<file path="config.mk">
export PLATFORM = sky130hd
export DESIGN_NAME = bfa_ctrl
export DESIGN_NICKNAME = d
export VERILOG_FILES = /design/src/sv/bfa_pkg.sv /design/src/sv/bfa_ctrl.sv
export SDC_FILE = /design/constraint.sdc
export NUM_CORES = 1
export LEC_CHECK = 0
export BUFFER_PORTS_ARGS = -buffer_cell sky130_fd_sc_hd__buf_2
export CAP_MARGIN = 20
export CORE_AREA = 8 8 45 47
export DETAILED_ROUTE_END_ITERATION = 6
export DIE_AREA = 0 0 53 55
export PLACE_DENSITY = 0.86
export SYNTH_ARGS = -nofsm -noshare
export SYNTH_HDL_FRONTEND = slang
export SYNTH_SLANG_ARGS = --single-unit
</file>
<file path="constraint.sdc">
create_clock -name clk_i -period 3.1 [get_ports clk_i]
set_clock_uncertainty 0.2 [all_clocks]
set_input_delay 0.62 -clock clk_i [delete_from_list [all_inputs] [get_ports clk_i]]
set_output_delay 0.62 -clock clk_i [all_outputs]
set_load 0.02 [all_outputs]
</file>
<file path="src/sv/bfa_pkg.sv">
// Shared constants, codes and structs for the best-fit heap allocator.
// Depends on nothing; every other file but bfa_ram refers to it by scoped names.
package bfa_pkg;

  localparam int ARENA_BYTES   = 8192;
  localparam int HEADER_BYTES  = 16;
  localparam int MAX_FREE_SEGS = 64;
  localparam int MAX_ALLOCS    = 64;

  localparam int OFFW  = $clog2(ARENA_BYTES);
  localparam int SUMW  = OFFW + 1;
  localparam int REQW  = 14;
  localparam int IDW   = 16;
  localparam int STW   = 3;
  localparam int DOFFW = 13;
  localparam int CMPW  = ((OFFW > REQW) ? OFFW : REQW) + 1;
  localparam int FIDXW = $clog2(MAX_FREE_SEGS);
  localparam int AIDXW = $clog2(MAX_ALLOCS);
  localparam int FCW   = $clog2(MAX_FREE_SEGS + 1);
  localparam int MAXN  = (MAX_FREE_SEGS > MAX_ALLOCS) ? MAX_FREE_SEGS : MAX_ALLOCS;
  localparam int CNTW  = $clog2(MAXN + 1);
  localparam int FSEGW = 2 * OFFW;
  localparam int ARECW = IDW + 2 * OFFW;

  localparam logic [OFFW-1:0] HDR       = OFFW'(HEADER_BYTES);
  localparam logic [OFFW-1:0] INIT_SIZE = OFFW'(ARENA_BYTES - HEADER_BYTES);

  typedef enum logic [STW-1:0] {
    ST_WHOLE   = 3'd0,
    ST_SPLIT   = 3'd1,
    ST_BADSIZE = 3'd2,
    ST_NOMEM   = 3'd3,
    ST_UNKNOWN = 3'd4,
    ST_FREED   = 3'd5
  } status_e;

  typedef struct packed {
    logic [OFFW-1:0] start;
    logic [OFFW-1:0] size;
  } fseg_t;

  typedef struct packed {
    logic [IDW-1:0]  ident;
    logic [OFFW-1:0] dat;
    logic [OFFW-1:0] len;
  } arec_t;

  // Commands from the controller to the datapath.
  typedef struct packed {
    logic init;
    logic load;
    logic ascan;
    logic aupd;
    logic fscan;
    logic pscan;
    logic fupd;
    logic shdn;
    logic shup;
    logic fin;
  } cmd_t;

  // Status from the datapath to the controller.
  typedef struct packed {
    logic alloc;
    logic early;
    logic done;
    logic found;
    logic whole;
    logic both;
    logic one;
    logic full;
  } sts_t;

endpackage

</file>
<file path="src/sv/bfa_ctrl.sv">
// Sequencer of the allocator: one-hot state machine that issues commands.
// Depends on bfa_pkg (cmd_t, sts_t).
module bfa_ctrl (
  input  logic          clk_i,
  input  logic          rst_ni,
  input  logic          start_i,
  output logic          busy_o,
  input  bfa_pkg::sts_t sts_i,
  output bfa_pkg::cmd_t cmd_o
);

  typedef enum logic [9:0] {
    S_INIT  = 10'b00_0000_0001,
    S_IDLE  = 10'b00_0000_0010,
    S_ASCAN = 10'b00_0000_0100,
    S_AUPD  = 10'b00_0000_1000,
    S_FSCAN = 10'b00_0001_0000,
    S_PSCAN = 10'b00_0010_0000,
    S_FUPD  = 10'b00_0100_0000,
    S_SHDN  = 10'b00_1000_0000,
    S_SHUP  = 10'b01_0000_0000,
    S_FIN   = 10'b10_0000_0000
  } state_e;

  state_e state_q, state_d;

  always_comb begin
    state_d = state_q;
    case (state_q)
      S_INIT:  state_d = S_IDLE;
      S_IDLE: begin
        if (start_i) begin
          if (sts_i.early)      state_d = S_FIN;
          else if (sts_i.alloc) state_d = S_ASCAN;
          else                  state_d = S_FSCAN;
        end
      end
      S_ASCAN: if (sts_i.done) state_d = S_AUPD;
      S_AUPD:  state_d = (sts_i.found && sts_i.whole) ? S_SHDN : S_FIN;
      S_FSCAN: if (sts_i.done) state_d = sts_i.found ? S_PSCAN : S_FIN;
      S_PSCAN: if (sts_i.done) state_d = S_FUPD;
      S_FUPD: begin
        if (sts_i.both)                    state_d = S_SHDN;
        else if (sts_i.one || sts_i.full)  state_d = S_FIN;
        else                               state_d = S_SHUP;
      end
      S_SHDN:  if (sts_i.done) state_d = S_FIN;
      S_SHUP:  if (sts_i.done) state_d = S_FIN;
      S_FIN:   state_d = S_IDLE;
      default: state_d = S_INIT;
    endcase
  end

  always_ff @(posedge clk_i or negedge rst_ni) begin
    if (!rst_ni) begin
      state_q <= S_INIT;
    end else begin
      state_q <= state_d;
    end
  end

  assign busy_o = (state_q != S_IDLE);

  always_comb begin
    cmd_o       = '0;
    cmd_o.init  = (state_q == S_INIT);
    cmd_o.load  = (state_q == S_IDLE) && start_i;
    cmd_o.ascan = (state_q == S_ASCAN);
    cmd_o.aupd  = (state_q == S_AUPD);
    cmd_o.fscan = (state_q == S_FSCAN);
    cmd_o.pscan = (state_q == S_PSCAN);
    cmd_o.fupd  = (state_q == S_FUPD);
    cmd_o.shdn  = (state_q == S_SHDN);
    cmd_o.shup  = (state_q == S_SHUP);
    cmd_o.fin   = (state_q == S_FIN);
  end

  assert property (@(posedge clk_i) disable iff (!rst_ni) (start_i && !busy_o) |=> busy_o)
    else $error("request accepted but controller not busy");
  assert property (@(posedge clk_i) disable iff (!rst_ni) cmd_o.fin |=> !busy_o)
    else $error("controller did not return to idle after result");
  assert property (@(posedge clk_i) disable iff (!rst_ni) cmd_o.init |=> !cmd_o.init)
    else $error("init seeding repeated");

endmodule

</file>
## Word level (Yosys, flattened, before mapping)

Cells that the tools add are included.

- Eq/ne operators: 16
- Reduce and logical (&&, ||, !) cells: 6
- Shift-type cells: 0
- Order comparisons: 0
- Bitwise logic cells: 0
- Multipliers: 0
- Mux-type cells: 12
- Add/sub/neg operators: 0
- Div/mod/pow operators: 0

Operators by type and width:

| operator | count |
|---|---|
| $mux 10 | 10 |
| $pmux 10 s8 | 1 |
| $eq 10x1->1 const B | 1 |
| $eq 10x10->1 const B | 1 |
| $eq 10x2->1 const B | 1 |
| $eq 10x3->1 const B | 1 |
| $eq 10x4->1 const B | 1 |
| $eq 10x5->1 const B | 1 |
| $eq 10x6->1 const B | 1 |
| $eq 10x7->1 const B | 1 |
| $eq 10x8->1 const B | 1 |
| $eq 10x9->1 const B | 1 |
| $ne 10x2->1 const B | 1 |
| $ne 2x2->1 const B | 4 |
| $mux 5 | 1 |
| $reduce_and 5->1 | 1 |
| $reduce_or 2->1 | 2 |
| $logic_and 1x1->1 | 2 |
| $ne 2x1->1 const B | 1 |
| $logic_or 1x1->1 | 1 |

- Bits in latches: 0
- Memories: 0
- Input bits: 11
- RAM bits: 0
- Bits in registers: 10
- Output and inout bits: 11
- Memory bits (read-only): 0

## Logic depth before layout (Yosys ltp)

- Depth in word-level cells: 4
- Depth in mapped cells: 6

## Worst setup path before layout

No wires, ideal clock.

- Kind: register -> output
- From: register state_q[4]
- To: output cmd_o[8] (netlist name)
- Required time: 2,280 ps
- Slack: 607 ps
- Path buffers: 0
- Arrival: 1,673 ps
- Cell stages (with the launch flop): 4
- Cell sequence: dfrtp_1 > nor4_4 > nand4b_1 > nor2_1

RTL lines:

| what | line | source |
|---|---|---|
| start, declared | bfa_ctrl.sv:25 | `state_e state_q, state_d;` |
| start signal, assigned | bfa_ctrl.sv:58 | `state_q <= state_d;` |
| end, declared | bfa_ctrl.sv:9 | `output bfa_pkg::cmd_t cmd_o` |

==> results.md <==
- Maximum root-to-sink buffer count: 2
- Count of flip-flops with a built-in enable after synthesis: 0
- Final-report hold violation count: 0
- Sequential-to-total area share from yosys stat: around 40%
- TritonRoute pass-1 iters: 4
- Post-Synth Simple-Gate Area: 38.58%
- Delay contributed by the slowest stage of the critical path: about 460 ps
- Quantity of hold-fixing buffers added after cts: 0
- Total core area: 1384 sq um
- Synth Area in Compound Gates: between 10% and 20%
- Combinational family with the most area after synthesis: simple AND/OR/NAND/NOR gates
- Final Routed Wirelength: ~1700 microns
- Synthesized area: 635.6 sq um
- Post-synthesis to final-layout area growth: 23.82%
- Met3 Track Usage GR: 4.011%
- Largest net degree at the start of global routing: 11
- Critical Path Slowest Stage Cell: sky130_fd_sc_hd__dfrtp_1
- Synthesized netlist net count: between 70 and 80
- Via density per instance: 6.105
- Worst rel slew slack: 68.34%
- Register name with the most flops: state_q
- # Max-Cap Violations: 0
- Mux cell area share after synthesis: 0%
- Drt wl/cell: 16.07 microns
- Upper clock frequency limit: 372.1 MHz
- Count of buffers from port buffering: 21
- Count of boundary I/O pins: 22
- Die ar.: 2915 sq um
- Synthesized instance count: 64
- Reported leakage power: 0.0004689 uW
- TritonCTS clock tree: built
- Most frequently used flop master after synthesis: sky130_fd_sc_hd__dfrtp_1
- Number of nets in the final layout: 101
- Worst r2r src: state_q[1]$_DFFE_PN0P_
- Number of failing setup endpoints in the final timing report: 0
- Top fanout value on the critical path: 6
- H-tree level count: 1
- Worst hold path class: primary input to async pin
- Fraction of registers with async set/reset: 100.0%
- Horizontal die dimension: 53 microns
- Largest registers: state_q: 10 flops
- Congestion Overflow GR: 0
- XOR/XNOR Fraction of Synth Area: 1.378%
- Number of design-rule violations left by the first detailed-router iteration: 38
- Data required time at the worst endpoint: around 2300 ps
- Clock input transition at the sequential cells of the worst setup and hold paths: around 70 ps
- HPWL reported at the end of detailed placement: 1400 microns
- Fraction of final layout cells with drive strength greater than 1: between 30% and 40%
- Post-CTS Setup Inserts: 0
- Capturing element type of the critical path: output pin
- Flip-flop and latch count after synthesis: 10
- Endpoint of the most critical register-to-register path: state_q[7]$_DFFE_PN0P_
- Capture point of the worst path: cmd_o[8]
- Most instantiated library cell after synthesis: sky130_fd_sc_hd__dfrtp_1
- WP data arrival: 1870 ps
- Avg Synthesized Cell Area: 9.931 sq um
- Global-route wire length before repair: approximately 2900 microns
- DRC errors left: 0
- Post-detailed-route count of antenna-violating nets: 0
- Accumulated negative setup slack: 0 ps
- Number of antenna violations at the first check in global routing: 0
- Busiest grt layer: met2
- Length in cells of the worst reg-to-reg path: 5
- CTS resizes: 0
- All-Layer GR Usage: 13.20%
- Row count: 14
- Synthesized-area fraction occupied by adder cells: 0%
- Share of the synthesized area in the top cell type: 35.43%
- Worst Setup Start Kind: register
- Pins Over Slew Limit: 0
- Number of unique standard cell types used by synthesis: 28
- Root Buffer Master: sky130_fd_sc_hd__clkbuf_4
- Via count of the first global-routing pass: 624
- Met1 track demand over resource in global routing: 15.02%
- Outcome: finished, final reports clean
- Clock buffers created by TritonCTS: 3
- Max VDD drop: 256.4 uV
- Critical path launch point: state_q[4]$_DFFE_PN0P_
- Final critical-path required period: roughly 2700 ps
- Final hold slack: 3.117 ps
- Placer congestion estimate: 0.8969
- Met2 routing resource usage after global routing: 20.90%
- Power Dens Cells: 566.2 nW/um^2
- Height of the die: about 55 microns
- RSZ-0062 raised after global routing: no
- Number of antenna repair diodes: 0
- Clock latency of the later-clocked register in the worst-skew pair: 260 ps
- Initial cell density of the core: around 46%
- Worst setup path class: register to output pin
- Dominant cell type by area after synthesis: sky130_fd_sc_hd__dfrtp_1
- CTS sink count: 10
- Reg-to-reg slack, setup: roughly 970 ps
- Synthesis Warnings: 0
- Share of the clock period used by the worst path: between 80 and 90%
- Synth cell count leaders: sky130_fd_sc_hd__dfrtp_1, sky130_fd_sc_hd__inv_1, sky130_fd_sc_hd__nor2_1
- Synth top area cells: sky130_fd_sc_hd__dfrtp_1, sky130_fd_sc_hd__nor4_4, sky130_fd_sc_hd__and4b_1, sky130_fd_sc_hd__nand4b_1, sky130_fd_sc_hd__dfstp_2
- Largest register FFs: 10
- Critical-path cell list: nor4_4 > nand4b_1 > nor2_1 > buf_2
- Transition at the pin with the smallest max-transition slack: 470.6 ps
- Via Count: 641
layer usage:
layer  vias up  wire (microns)
li1        299               -
met5         -               0
met4         0               0
met1       308             686
met2        34             828
met3         0             172
worst min path at each step:
stage / cells past startpoint / slack (ps) / to / startpoint
floorplan: 0 / 120 / state_q[1]$_DFFE_PN0P_ / rst_ni
global placement: 1 / 290 / state_q[3]$_DFFE_PN0P_ / rst_ni
detailed placement: 1 / 300 / state_q[3]$_DFFE_PN0P_ / rst_ni
CTS: 1 / 6 / state_q[3]$_DFFE_PN0P_ / rst_ni
global route: 1 / 10 / state_q[3]$_DFFE_PN0P_ / rst_ni
finish: 1 / 3 / state_q[3]$_DFFE_PN0P_ / rst_ni
cells in the final DEF, fill, tap and decap left out:
cell                        n
sky130_fd_sc_hd__nand4b_2   1
sky130_fd_sc_hd__o21ai_1    1
sky130_fd_sc_hd__inv_1      7
sky130_fd_sc_hd__o32a_1     1
sky130_fd_sc_hd__or4_1      1
sky130_fd_sc_hd__nor2b_1    1
sky130_fd_sc_hd__a31oi_1    1
sky130_fd_sc_hd__and4b_2    1
sky130_fd_sc_hd__clkbuf_1   1
sky130_fd_sc_hd__o211a_1    1
sky130_fd_sc_hd__a22o_1     1
sky130_fd_sc_hd__nand4b_1   4
sky130_fd_sc_hd__buf_2     21
sky130_fd_sc_hd__a41oi_2    1
sky130_fd_sc_hd__a21o_1     1
sky130_fd_sc_hd__dfstp_2    1
sky130_fd_sc_hd__a32o_1     1
sky130_fd_sc_hd__nor3_1     1
sky130_fd_sc_hd__and3_1     1
sky130_fd_sc_hd__a21oi_1    1
sky130_fd_sc_hd__and4b_1    4
sky130_fd_sc_hd__nor4_1     4
sky130_fd_sc_hd__clkbuf_4   3
sky130_fd_sc_hd__nor2_1     7
sky130_fd_sc_hd__nand3_1    2
sky130_fd_sc_hd__a221o_1    1
sky130_fd_sc_hd__o21ai_0    3
sky130_fd_sc_hd__nor4_4     2
sky130_fd_sc_hd__xor2_1     1
sky130_fd_sc_hd__dfrtp_1    9
sky130_fd_sc_hd__nand2_1    4
cell families after synthesis:
kind of cell    count (synthesis)
buf+inv                         7
flops                          10
simple gates                   33
compound gates                 13
xor+xnor                        1
where the power goes:
part | internal [uW] | switching (uW)
sequential | 155 | 29.1
clock | 49.7 | 44.0
combinational | 67.5 | 101
worst max-delay path, delay by kind of cell, from the launching register on:
| family | cells | cell delay, ps |
|---|---|---|
| flip-flops | 1 | 460 |
| AND/OR/NAND/NOR | 3 | 940 |
| buffers and inverters | 1 | 200 |
per-stage QoR:
step / cell area [sq um] / setup WS, ps / total power, uW / utilization, % / cells
3_3_place_gp: 760.7 / 788.6 / 353.2 / 54.97 / 101
2_1_floorplan: 635.6 / 607.1 / 297.6 / - / 64
4_1_cts: 787.0 / 400.1 / 447.7 / 56.87 / 105
5_1_grt: 787.0 / 222.9 / 477.3 / 56.87 / 105
6_report: 787.0 / 412.6 / 445.6 / 56.87 / 105
3_5_place_dp: 760.7 / 691.3 / 353.9 / 54.97 / 101
cell type report:
type | instances | area, sq um
Clock buffer | 4 | 26.28
Fill cell | 124 | 596.8
Inverter | 7 | 26.28
Multi-Input combinational cell | 47 | 357.8
Sequential cell | 10 | 251.5
Tap cell | 16 | 20.02
Timing Repair Buffer | 21 | 105.1
Power figures use the tool's default switching activity.
